**config.mk**
```make
export PLATFORM = sky130hd
export DESIGN_NAME = banked_scanline_window_splitter
export DESIGN_NICKNAME = d
export VERILOG_FILES = /design/src/hw/rtl/bsws_pkg.sv /design/src/hw/rtl/banked_scanline_window_splitter.sv /design/src/hw/rtl/bsws_div.sv
export SDC_FILE = /design/constraint.sdc
export NUM_CORES = 1
export LEC_CHECK = 0
export ABC_CLOCK_PERIOD_IN_PS = 20900
export BUFFER_PORTS_ARGS = -buffer_cell sky130_fd_sc_hd__buf_4
export CAP_MARGIN = 40
export CORE_MARGIN = 3
export CORE_UTILIZATION = 30
export CTS_BUF_LIST = sky130_fd_sc_hd__clkbuf_8
export DETAILED_ROUTE_END_ITERATION = 16
export GPL_ROUTABILITY_DRIVEN = 0
export SETUP_SLACK_MARGIN = 0.02
export SLEW_MARGIN = 25
export SYNTH_ARGS = -nofsm -noshare
export SYNTH_HDL_FRONTEND = slang
export SYNTH_HIERARCHICAL = 1
export SYNTH_SLANG_ARGS = --single-unit
```
**constraint.sdc**
```tcl
create_clock -name clk -period 20.9 [get_ports clk]
set_clock_uncertainty 0.2 [all_clocks]
set_input_delay 5.225 -clock clk [delete_from_list [all_inputs] [get_ports clk]]
set_output_delay 5.225 -clock clk [all_outputs]
set_load 0.02 [all_outputs]
```
**src/hw/rtl/bsws_pkg.sv**
```systemverilog
`default_nettype none
// ----------------------------------------------------------------------------
// bsws_pkg
// Shared widths and codes for the banked scanline window splitter.
// ----------------------------------------------------------------------------
package bsws_pkg;

  // field widths
  localparam int unsigned ROW_W    = 16;
  localparam int unsigned COUNT_W  = 16;
  localparam int unsigned STRIDE_W = 16;
  localparam int unsigned WIN_W    = 18;
  localparam int unsigned ADV_W    = 8;
  localparam int unsigned BANK_W   = 16;
  localparam int unsigned WOFF_W   = 17;
  localparam int unsigned ADDR_W   = 32;
  localparam int unsigned CFG_IDX_W  = 3;
  localparam int unsigned CFG_DATA_W = 18;

  // result kinds
  localparam logic KIND_SELECT = 1'b0;
  localparam logic KIND_COPY   = 1'b1;

  // configuration register indexes
  localparam logic [CFG_IDX_W-1:0] REG_LINE_LIMIT   = 3'd0;
  localparam logic [CFG_IDX_W-1:0] REG_LINE_STRIDE  = 3'd1;
  localparam logic [CFG_IDX_W-1:0] REG_WINDOW_STEP  = 3'd2;
  localparam logic [CFG_IDX_W-1:0] REG_WINDOW_BYTES = 3'd3;
  localparam logic [CFG_IDX_W-1:0] REG_BANK_ADVANCE = 3'd4;

  // divider result handed back to the sequencer
  typedef struct packed {
    logic              done;
    logic [BANK_W-1:0] quot;
    logic [WIN_W-1:0]  rem;
  } div_res_t;

endpackage : bsws_pkg
`default_nettype wire

```
**src/hw/rtl/banked_scanline_window_splitter.sv**
```systemverilog
`default_nettype none
// ----------------------------------------------------------------------------
// banked_scanline_window_splitter
// Turns a scanline write request into bank select and copy commands.
// ----------------------------------------------------------------------------
// A request in range passes through these steps from its accepted beat to
// the next accepted beat: row times stride, a divider start, the bit-serial
// divider that splits the address into bank and window offset (32 quotient
// steps and a done strobe), the copy split, a bank select slot and a copy
// slot whether or not a select is needed, a second pair of such slots when
// its bytes spill into a second window, and the idle state that takes the
// next beat. Any stall on the result side adds to this.
// The input is not ready while a request is in work. A row at or beyond the
// line limit is taken and produces no commands. Configuration writes are
// always accepted and are meant to be issued while the block is idle.
// ----------------------------------------------------------------------------
module banked_scanline_window_splitter (
  input  wire                               clk,
  input  wire                               rst_n,
  // configuration
  input  wire                               cfg_valid,
  output logic                              cfg_ready,
  input  wire  [bsws_pkg::CFG_IDX_W-1:0]    cfg_index,
  input  wire  [bsws_pkg::CFG_DATA_W-1:0]   cfg_data,
  // request beats
  input  wire                               in_valid,
  output logic                              in_ready,
  input  wire  [bsws_pkg::ROW_W-1:0]        in_row,
  input  wire  [bsws_pkg::COUNT_W-1:0]      in_pixel_count,
  // command beats
  output logic                              out_valid,
  input  wire                               out_ready,
  output logic                              out_kind,
  output logic [bsws_pkg::BANK_W-1:0]       out_bank_number,
  output logic [bsws_pkg::WOFF_W-1:0]       out_window_offset,
  output logic [bsws_pkg::COUNT_W-1:0]      out_copy_length,
  output logic [bsws_pkg::COUNT_W-1:0]      out_source_offset,
  output logic                              out_last
);
  import bsws_pkg::*;

  localparam logic [2:0] ST_IDLE  = 3'd0;
  localparam logic [2:0] ST_MUL   = 3'd1;
  localparam logic [2:0] ST_DGO   = 3'd2;
  localparam logic [2:0] ST_DWAIT = 3'd3;
  localparam logic [2:0] ST_CALC  = 3'd4;
  localparam logic [2:0] ST_SEL1  = 3'd5;
  localparam logic [2:0] ST_COPY1 = 3'd6;
  localparam logic [2:0] ST_SEL2  = 3'd7;

  // configuration registers
  logic [ROW_W-1:0]    line_limit_r;
  logic [STRIDE_W-1:0] line_stride_r;
  logic [WIN_W-1:0]    window_step_r;
  logic [WIN_W-1:0]    window_bytes_r;
  logic [ADV_W-1:0]    bank_advance_r;

  logic [2:0]          state_r;
  logic                second_r;
  logic [ROW_W-1:0]    row_r;
  logic [COUNT_W-1:0]  count_r;
  logic [ADDR_W-1:0]   addr_r;
  logic [ADDR_W-1:0]   offset_r;
  logic [BANK_W-1:0]   bank_r;
  logic [BANK_W-1:0]   selected_bank_r;
  logic [COUNT_W-1:0]  first_r;
  logic [COUNT_W-1:0]  rest_r;

  logic                div_start;
  div_res_t            div_res;
  logic                slot_free;
  logic                emit;
  logic [ADDR_W-1:0]   room;
  logic                room_short;

  assign cfg_ready = 1'b1;
  assign in_ready  = (state_r == ST_IDLE);
  assign div_start = (state_r == ST_DGO);
  assign slot_free = !out_valid || out_ready;

  // a command beat is loaded this cycle
  assign emit = slot_free && ((state_r == ST_COPY1) ||
                (((state_r == ST_SEL1) || (state_r == ST_SEL2)) &&
                 (selected_bank_r != bank_r)));

  // config writes
  always_ff @(posedge clk) begin
    if (!rst_n) begin
      line_limit_r   <= '0;
      line_stride_r  <= STRIDE_W'(1);
      window_step_r  <= WIN_W'(65536);
      window_bytes_r <= WIN_W'(65536);
      bank_advance_r <= ADV_W'(1);
    end else if (cfg_valid) begin
      unique case (cfg_index)
        REG_LINE_LIMIT:   line_limit_r   <= cfg_data[ROW_W-1:0];
        REG_LINE_STRIDE:  line_stride_r  <= cfg_data[STRIDE_W-1:0];
        REG_WINDOW_STEP:  window_step_r  <= cfg_data[WIN_W-1:0];
        REG_WINDOW_BYTES: window_bytes_r <= cfg_data[WIN_W-1:0];
        REG_BANK_ADVANCE: bank_advance_r <= cfg_data[ADV_W-1:0];
        default: ;
      endcase
    end
  end

  // address split into bank and window offset
  bsws_div u_div (
    .clk      (clk),
    .rst_n    (rst_n),
    .start    (div_start),
    .dividend (addr_r),
    .divisor  (window_step_r),
    .res      (div_res)
  );

  // window room, modulo 2^32
  assign room       = {{(ADDR_W-WIN_W){1'b0}}, window_bytes_r} - offset_r;
  assign room_short = (offset_r != '0) && (room < {{(ADDR_W-COUNT_W){1'b0}}, count_r});

  // request sequencer
  always_ff @(posedge clk) begin
    if (!rst_n) begin
      state_r         <= ST_IDLE;
      second_r        <= 1'b0;
      selected_bank_r <= '1;
      out_valid       <= 1'b0;
    end else begin
      out_valid <= emit || (out_valid && !out_ready);
      unique case (state_r)
        ST_IDLE: begin
          if (in_valid && (in_row < line_limit_r)) state_r <= ST_MUL;
        end
        ST_MUL:   state_r <= ST_DGO;
        ST_DGO:   state_r <= ST_DWAIT;
        ST_DWAIT: if (div_res.done) state_r <= ST_CALC;
        ST_CALC: begin
          second_r <= 1'b0;
          state_r  <= ST_SEL1;
        end
        ST_SEL1, ST_SEL2: begin
          if (selected_bank_r != bank_r) begin
            if (slot_free) begin
              selected_bank_r <= bank_r;
              state_r         <= ST_COPY1;
            end
          end else begin
            state_r <= ST_COPY1;
          end
        end
        ST_COPY1: begin
          if (slot_free) begin
            if (!second_r && (rest_r != '0)) begin
              second_r <= 1'b1;
              state_r  <= ST_SEL2;
            end else begin
              state_r <= ST_IDLE;
            end
          end
        end
        default: state_r <= ST_IDLE;
      endcase
    end
  end

  // request datapath and command payload
  always_ff @(posedge clk) begin
    unique case (state_r)
      ST_IDLE: begin
        row_r   <= in_row;
        count_r <= in_pixel_count;
      end
      ST_MUL: addr_r <= ADDR_W'(row_r) * ADDR_W'(line_stride_r);
      ST_DWAIT: begin
        if (div_res.done) begin
          // a zero step gives an all-ones bank and the whole address as the offset
          if (window_step_r == '0) begin
            bank_r   <= '1;
            offset_r <= addr_r;
          end else begin
            bank_r   <= div_res.quot;
            offset_r <= {{(ADDR_W-WIN_W){1'b0}}, div_res.rem};
          end
        end
      end
      ST_CALC: begin
        first_r <= room_short ? room[COUNT_W-1:0] : count_r;
        rest_r  <= count_r - (room_short ? room[COUNT_W-1:0] : count_r);
      end
      ST_SEL1, ST_SEL2: begin
        if ((selected_bank_r != bank_r) && slot_free) begin
          out_kind          <= KIND_SELECT;
          out_bank_number   <= bank_r;
          out_window_offset <= '0;
          out_copy_length   <= '0;
          out_source_offset <= '0;
          out_last          <= 1'b0;
        end
      end
      ST_COPY1: begin
        if (slot_free) begin
          out_kind        <= KIND_COPY;
          out_bank_number <= selected_bank_r;
          if (second_r) begin
            out_window_offset <= '0;
            out_copy_length   <= rest_r;
            out_source_offset <= first_r;
            out_last          <= 1'b1;
          end else begin
            out_window_offset <= offset_r[WOFF_W-1:0];
            out_copy_length   <= first_r;
            out_source_offset <= '0;
            out_last          <= (rest_r == '0);
            // next window for the remaining bytes
            bank_r            <= bank_r + {{(BANK_W-ADV_W){1'b0}}, bank_advance_r};
          end
        end
      end
      default: ;
    endcase
  end

endmodule : banked_scanline_window_splitter
`default_nettype wire

```
**src/hw/rtl/bsws_div.sv**
```systemverilog
`default_nettype none
// ----------------------------------------------------------------------------
// bsws_div
// Restoring divider, one quotient bit per cycle: 32-bit address by the
// 18-bit window step. Keeps the low quotient bits and the remainder.
// ----------------------------------------------------------------------------
module bsws_div (
  input  wire                                 clk,
  input  wire                                 rst_n,
  input  wire                                 start,
  input  wire  [bsws_pkg::ADDR_W-1:0]         dividend,
  input  wire  [bsws_pkg::WIN_W-1:0]          divisor,
  output bsws_pkg::div_res_t                  res
);
  import bsws_pkg::*;

  localparam int unsigned CNT_W = $clog2(ADDR_W);

  logic [ADDR_W-1:0] dvd_r;
  logic [WIN_W-1:0]  dvs_r;
  logic [WIN_W-1:0]  rem_r;
  logic [BANK_W-1:0] quo_r;
  logic [CNT_W-1:0]  cnt_r;
  logic              busy_r;
  logic              done_r;

  logic [WIN_W:0]    partial;
  logic [WIN_W:0]    diff;
  logic              ge;

  // one trial subtraction per cycle
  assign partial = {rem_r, dvd_r[ADDR_W-1]};
  assign ge      = partial >= {1'b0, dvs_r};
  assign diff    = partial - {1'b0, dvs_r};

  // control
  always_ff @(posedge clk) begin
    if (!rst_n) begin
      busy_r <= 1'b0;
      done_r <= 1'b0;
      cnt_r  <= '0;
    end else begin
      done_r <= 1'b0;
      if (start) begin
        busy_r <= 1'b1;
        cnt_r  <= '0;
      end else if (busy_r) begin
        cnt_r <= cnt_r + 1'b1;
        if (cnt_r == CNT_W'(ADDR_W - 1)) begin
          busy_r <= 1'b0;
          done_r <= 1'b1;
        end
      end
    end
  end

  // datapath
  always_ff @(posedge clk) begin
    if (start) begin
      dvd_r <= dividend;
      dvs_r <= divisor;
      rem_r <= '0;
      quo_r <= '0;
    end else if (busy_r) begin
      dvd_r <= {dvd_r[ADDR_W-2:0], 1'b0};
      quo_r <= {quo_r[BANK_W-2:0], ge};
      rem_r <= ge ? diff[WIN_W-1:0] : partial[WIN_W-1:0];
    end
  end

  assign res.done = done_r;
  assign res.quot = quo_r;
  assign res.rem  = rem_r;

endmodule : bsws_div
`default_nettype wire
```
==> results of run 1 <==
[worst max-delay path, delay by kind of cell (launching register included)]
kind | cells | cell delay, ns
buffers and inverters | 2 | 0.76
AND/OR/NAND/NOR | 1 | 0.26
flip-flops | 1 | 0.54
[metrics by stage]
step / utilization [%] / setup slack, ns / hold slack, ns
after global routing: 34.6 / 12.86 / 0.261
after global placement: 32.9 / 12.76 / 0.241
final: 34.6 / 13.19 / 0.247
after detailed placement: 32.9 / 12.83 / 0.246
after floorplan: - / 12.13 / 0.221
after CTS: 34.5 / 13.13 / 0.254
[area by class of cell]
type                       instances  area, µm²
antenna                            1       2.50
tap                             1243       1560
clock buffer                      78       1070
multi-input combinational       1967      15800
sequential                       399      10600
fill                            9417      60500
timing repair buffer             150       1160
clock inverter                    48        387
inverter                         358       1340
[power by group]
| part | switching (mW) | internal, mW | leakage (nW) | total (mW) |
|---|---|---|---|---|
| clock | 0.341 | 0.411 | 0.825 | 0.751 |
| sequential | 0.0662 | 0.904 | 3.45 | 0.971 |
| combinational | 0.299 | 0.221 | 8.97 | 0.520 |
| total | 0.706 | 1.54 | 13.2 | 2.24 |
[path summary, 6_finish.rpt]
check                                startpoint                        to  slack [ns]  cells past startpoint
hold reg to reg   window_step_r[2]$_SDFFE_PN0P_  u_div/dvs_r[2]$_DFFE_PP_        0.25                      0
hold / removal    window_step_r[2]$_SDFFE_PN0P_  u_div/dvs_r[2]$_DFFE_PP_        0.25                      0
setup reg to reg          offset_r[0]$_DFFE_PP_      rest_r[10]$_DFFE_PN_       13.47                     29
setup / recovery        state_r[2]$_SDFFE_PN0P_                  in_ready       13.19                      3
[cell families after synthesis]
group	Yosys count
simple gates	924
buf+inv	483
compound gates	419
flops	399
fa+ha+maj	392
mux	127
xor+xnor	104
other cells	1
[sequential cells by signal (all words and copies together), names as in the netlist, 17 cells and up]
name               count
addr_r                32
u_div/dvd_r           32
offset_r              32
u_div/rem_r           18
out_window_offset     17
u_div/dvs_r           18
window_bytes_r        18
window_step_r         18
[per-layer routing]
metal | track usage, % | wire length, µm
met1 | 21.1 | 34000
met2 | 21.7 | 30500
met3 | 2.99 | 5360
met4 | 3.76 | 1380
met5 | 0 | 0
[layout by cell type, fill, tap and decap left out, types with 78 or more instances in the layout]
master	count
buf_4	146
fa_1	198
dfxtp_1	136
ha_1	186
nand2_1	425
edfxtp_1	261
nor2_1	118
a21boi_0	78
inv_1	381
and2_1	140
clkbuf_8	78
a21oi_1	95
==> metrics.csv, run 1 <==
stage,metric,value,unit
power_and_ir_drop,power.density,70.1,mW/mm²
clock_tree,cts.htree.levels,3,
yosys,synthCells,2849,
setup_path,path_max_fanout,33,
global_routing,first_global_vias,19781,
global_routing,overflow,0,
power_and_ir_drop,vdd_drop_max,0.0428,mV
clock_tree,root_buffer,clkbuf_8,
finish,drive_above_1_share,11.4,%
place,placed_area,0.0305,mm²
finish,fin_nets,3388,
route,drc,0,
floorplan,core,0.0925,mm²
clock_tree,clkLatencyLatePin,0.67,ns
setup_path,cp.arrival,2.29,ns
yosys,synthAdderAreaFrac,22.6,%
route,drt.antenna.violating_nets,0,
timing,fmax,0.130,GHz
global_routing,antenna_found_initial,3,
setup_path,cpMostUsedCell,buf_4,
setup_path,cp_cell_sequence,nor3_2 > buf_4 > buf_4,
clock_tree,clock_sinks,399,
timing,finalSetupTns,0,ns
power_and_ir_drop,leakagePower,13.2,nW
clock_tree,tritoncts,built,
setup_path,critPathMaxStageDelay,0.54,ns
global_routing,grt_usage,14.4,%
yosys,yosysTopAreaCell,edfxtp_1,
floorplan,die_w,313,µm
route,drtIter0Drc,1517,
clock_tree,cts.hold.buffers_added,0,
status,status,finished clean,
yosys,synth_mux_area_share,4.82,%
yosys,synth_xor_area_share,3.22,%
timing,timing_worst_slew_pin_value,0.810,ns
clock_tree,clk_pin_slew,0.07,ns
setup_path,cp.required,15.47,ns
power_and_ir_drop,power,2.24,mW
route,first_pass_iters,5,
timing,min_period_over_period,36.9,%
floorplan,boundaryPins,128,
floorplan,start_util,30.5,%
yosys,yosys-top-cells-area,"edfxtp_1, fa_1, dfxtp_1",
global_routing,grt_max_degree,68,
yosys,synth.ff_latch_count,399,
finish,fin_cells,4244,
route,routedWlPerCell,16.8,µm
yosys,synth_edf_count,261,
setup_path,startpoint_type,register,
place,portBuffers,126,
setup_path,cp_slowest_cell,dfxtp_1,
yosys,synth_common_cells,"nand2_1, inv_1, edfxtp_1",
route,drt-total-wl,71300,µm
yosys,synth-simple-area-share,15.6,%
timing,min_period,7.71,ns
yosys,synth_top_flop_cell,edfxtp_1,
timing,setup_violations,0,
clock_tree,cts_resized,0,
worst_hold_path,hp-class,reg -> reg,
yosys,synth_area,0.0283,mm²
place,dpl.cell_count,4114,
yosys,ys_seq_area_share,37.5,%
yosys,async_reset_ff_share,0,%
floorplan,die_h,313,µm
yosys,synth_top_family_by_area,adder cells,
global_routing,grt_pass1_wl,112000,µm
yosys,yosysUniqueCellTypes,83,
timing,hold_violations,0,
yosys,synth.net_count,3291,
yosys,synth_compound_area_share,9.78,%
clock_tree,post_cts_buffers,0,
clock_tree,clockBufferDepth,3,
route,vias,20210,
yosys,yosys_warnings,6,
finish,syn2layout_area_growth,13.2,%
setup_path,critPathCaptureType,primary output,
job,cap_violations,0,
setup_path,critPathKind,reg -> out,
finish,stdcell_area,0.0320,mm²
yosys,synth.most_common_cell,nand2_1,
route,viasPerCell,4.76,
timing,timing.slew.headroom,46.0,%
timing,final_max_slew_viol_count,0,
timing,rsz0062_at_grt,no,
floorplan,rows,111,
clock_tree,cts_buffers,70,
place,hpwl,53500,µm
floorplan,die-area,0.0979,mm²
yosys,synth_area_per_cell,9.92,µm²
yosys,synth_top_area_share,27.7,%
Power figures use the tool's default switching activity.
==> inputs of run 2 (changes only) <==
--- a/config.mk
+++ b/config.mk
@@ -5,7 +5,8 @@
 export SDC_FILE = /design/constraint.sdc
 export NUM_CORES = 1
 export LEC_CHECK = 0
-export ABC_CLOCK_PERIOD_IN_PS = 20900
+export ABC_AREA = 1
+export ABC_CLOCK_PERIOD_IN_PS = 7000
 export BUFFER_PORTS_ARGS = -buffer_cell sky130_fd_sc_hd__buf_4
 export CAP_MARGIN = 40
 export CORE_MARGIN = 3
==> constraint.sdc (replaced) <==
create_clock -name clk -period 7 [get_ports clk]
set_clock_uncertainty 0.2 [all_clocks]
set_input_delay 1.75 -clock clk [delete_from_list [all_inputs] [get_ports clk]]
set_output_delay 1.75 -clock clk [all_outputs]
set_load 0.02 [all_outputs]
==> metrics.csv, run 2 <==
stage,metric,value,unit,change
status,status,finished clean,,unchanged
timing,timing.slew.headroom,46.1,%,was 46.0%
worst_hold_path,hp-class,reg -> reg,,unchanged
global_routing,antenna_found_initial,3,,unchanged
yosys,yosys-top-cells-area,"edfxtp_1, fa_1, nand2_1",,"was edfxtp_1, fa_1, dfxtp_1"
power_and_ir_drop,leakagePower,16.9,nW,was 13.2 nW
place,hpwl,61500,µm,was 53500 µm
setup_path,cp.arrival,6.69,ns,was 2.29 ns
yosys,async_reset_ff_share,0,%,unchanged
route,viasPerCell,4.55,,was 4.76
yosys,synth_top_flop_cell,edfxtp_1,,unchanged
floorplan,die_w,319,µm,was 313 µm
global_routing,overflow,0,,unchanged
route,routedWlPerCell,15.3,µm,was 16.8 µm
clock_tree,tritoncts,built,,unchanged
clock_tree,cts.hold.buffers_added,0,,unchanged
power_and_ir_drop,vdd_drop_max,0.146,mV,was 0.0428 mV
route,first_pass_iters,5,,unchanged
global_routing,grt_usage,15.5,%,was 14.4%
clock_tree,cts.htree.levels,3,,unchanged
place,portBuffers,126,,unchanged
floorplan,rows,114,,was 111
clock_tree,clockBufferDepth,3,,unchanged
yosys,ys_seq_area_share,36.0,%,was 37.5%
timing,fmax,0.154,GHz,
floorplan,die-area,0.102,mm²,was 0.0979 mm²
yosys,synth.most_common_cell,nand2_1,,unchanged
clock_tree,root_buffer,clkbuf_8,,unchanged
yosys,yosys_warnings,6,,unchanged
finish,fin_cells,5120,,was 4244
setup_path,startpoint_type,register,,unchanged
yosys,synth.net_count,4100,,was 3291
timing,setup_violations,0,,unchanged
finish,syn2layout_area_growth,13.4,%,was 13.2%
finish,largestRegisters,"addr_r (32), offset_r (32), u_div/dvd_r (32)",,unchanged
power_and_ir_drop,power_frac_seq,38.2,%,was 43.3%
finish,mostFrequentLayoutCell,nand2_1,,unchanged
route,drtIter0Drc,1670,,was 1517
finish,drive_above_1_share,9.55,%,was 11.4%
global_routing,first_global_vias,23165,,was 19781
global_routing,grt_max_degree,77,,was 68
timing,min_period,6.51,ns,
power_and_ir_drop,clockPowerShare,22.2,%,was 33.5%
setup_path,critPathKind,reg -> reg,,was reg -> out
timing,min_period_over_period,93.1,%,
power_and_ir_drop,switchingPower,3.90,mW,was 0.706 mW
route,vias,23278,,was 20210
setup_path,cp.required,7.17,ns,was 15.47 ns
power_and_ir_drop,p_comb_share,39.6,%,was 23.2%
setup_path,ff2ff_setup_slack,0.49,ns,was 13.47 ns
yosys,yosysUniqueCellTypes,58,,was 83
timing,final_max_slew_viol_count,0,,unchanged
finish,mostFrequentLayoutCells,"nand2_1, inv_1, nor2_1, edfxtp_1, fa_1",,"was nand2_1, inv_1, edfxtp_1, fa_1, ha_1"
floorplan,start_util,30.3,%,was 30.5%
route,drc,0,,unchanged
place,dpl.cell_count,4978,,was 4114
clock_tree,clk_pin_slew,0.05,ns,was 0.07 ns
yosys,synthCells,3658,,was 2849
yosys,synth_area,0.0294,mm²,was 0.0283 mm²
power_and_ir_drop,switching_share,40.4,%,was 31.5%
yosys,synth_top_area_share,26.7,%,was 27.7%
yosys,synth_edf_count,261,,unchanged
route,drt.antenna.violating_nets,0,,unchanged
clock_tree,clock_sinks,399,,unchanged
timing,timing_worst_slew_pin_value,0.809,ns,was 0.810 ns
floorplan,core,0.0970,mm²,was 0.0925 mm²
route,drt-total-wl,78300,µm,was 71300 µm
job,cap_violations,0,,unchanged
timing,hold_violations,0,,unchanged
finish,fin_nets,4226,,was 3388
yosys,synth_common_cells,"nand2_1, inv_1, nor2_1",,"was nand2_1, inv_1, edfxtp_1"
power_and_ir_drop,intPower,5.75,mW,was 1.54 mW
yosys,synth_area_per_cell,8.04,µm²,was 9.92 µm²
clock_tree,clkLatencyLatePin,0.68,ns,was 0.67 ns
setup_path,critPathCaptureType,register,,was primary output
power_and_ir_drop,power,9.65,mW,was 2.24 mW
yosys,synth.ff_latch_count,399,,unchanged
floorplan,die_h,319,µm,was 313 µm
global_routing,grt_pass1_wl,126000,µm,was 112000 µm
timing,finalSetupTns,0,ns,unchanged
yosys,yosysTopAreaCell,edfxtp_1,,unchanged
timing,rsz0062_at_grt,no,,unchanged
clock_tree,cts_buffers,74,,was 70
floorplan,boundaryPins,128,,unchanged
setup_path,path_max_fanout,17,,was 33
power_and_ir_drop,power.density,289,mW/mm²,was 70.1 mW/mm²
[run 2: layout make-up]
class / instances / area, µm²
Clock inverter: 57 / 335
Tap cell: 1276 / 1600
Antenna cell: 1 / 2.50
Clock buffer: 78 / 1070
Timing Repair Buffer: 181 / 1440
Sequential cell: 399 / 10600
Inverter: 753 / 2830
Fill cell: 10200 / 63600
Multi-Input combinational cell: 2375 / 15500
[run 2: cells by family (layout without fill, tap and decap cells)]
kind of cell	after synthesis	in the layout	share of synthesized area (%)
compound gates	369	369	6.99
xor+xnor	78	78	2.32
fa+ha+maj	384	384	21.4
buf+inv	884	1069	11.5
flops	399	399	36.0
other cells	1	2	0.0128
simple gates	1543	1543	21.7
[run 2: metrics by stage]
stage / setup slack, ns / hold slack [ns] / cell area (µm²) / util (%)
after global routing: 0.0567 / 0.272 / 33300 / 34.4
after detailed placement: 0.440 / 0.236 / 31900 / 32.8
final: 0.486 / 0.248 / 33300 / 34.4
after global placement: 0.575 / 0.233 / 31800 / 32.7
after floorplan: 0.596 / 0.216 / 29400 / -
after CTS: 0.402 / 0.254 / 33300 / 34.3
[run 2: repair_timing]
action,CTS,global route
endpoints found under the setup margin,0,3
resized for setup,0,4
buffers inserted,0,5
[run 2: worst paths after layout]
check / startpoint / end / cells after the start
max: line_stride_r[10]$_SDFFE_PN0P_ / addr_r[29]$_DFFE_PP_ / 20
max reg2reg: line_stride_r[10]$_SDFFE_PN0P_ / addr_r[29]$_DFFE_PP_ / 20
min reg2reg: window_step_r[13]$_SDFFE_PN0P_ / u_div/dvs_r[13]$_DFFE_PP_ / 0
min: window_step_r[13]$_SDFFE_PN0P_ / u_div/dvs_r[13]$_DFFE_PP_ / 0
[run 2: power groups by stage]
stage	sequential, mW	clock (mW)	combinational, mW
2_1_floorplan	3.63	0	2.68
3_3_place_gp	3.74	0	3.72
3_5_place_dp	3.74	0	3.78
4_1_cts	3.70	2.21	3.81
5_1_grt	3.75	2.31	4.37
6_report	3.69	2.14	3.83
[run 2: critical path, stage by stage, from the launching register on]
cell and delay [ns]:
dfxtp_1 0.76, nand2_1 0.17, fa_1 0.57, inv_1 0.05
fa_1 0.50, fa_1 0.56, fa_1 0.53, fa_1 0.54
inv_1 0.05, fa_1 0.52, inv_1 0.04, ha_1 0.35
a21oi_1 0.19, o21ai_0 0.13, a21oi_1 0.20, o21ai_0 0.16
nand2_1 0.09, nand2_1 0.09, a21oi_1 0.23, o21ai_0 0.13
xor2_1 0.16
[run 2: per-layer routing]
| layer | up-vias | wire length, µm | track usage, % |
|---|---|---|---|
| met5 | - | 0 | 0 |
| met4 | 0 | 1690 | 3.71 |
| met3 | 113 | 4230 | 2.35 |
| met2 | 597 | 36800 | 26.2 |
| met1 | 10945 | 35600 | 20.8 |
| li1 | 11623 | - | - |
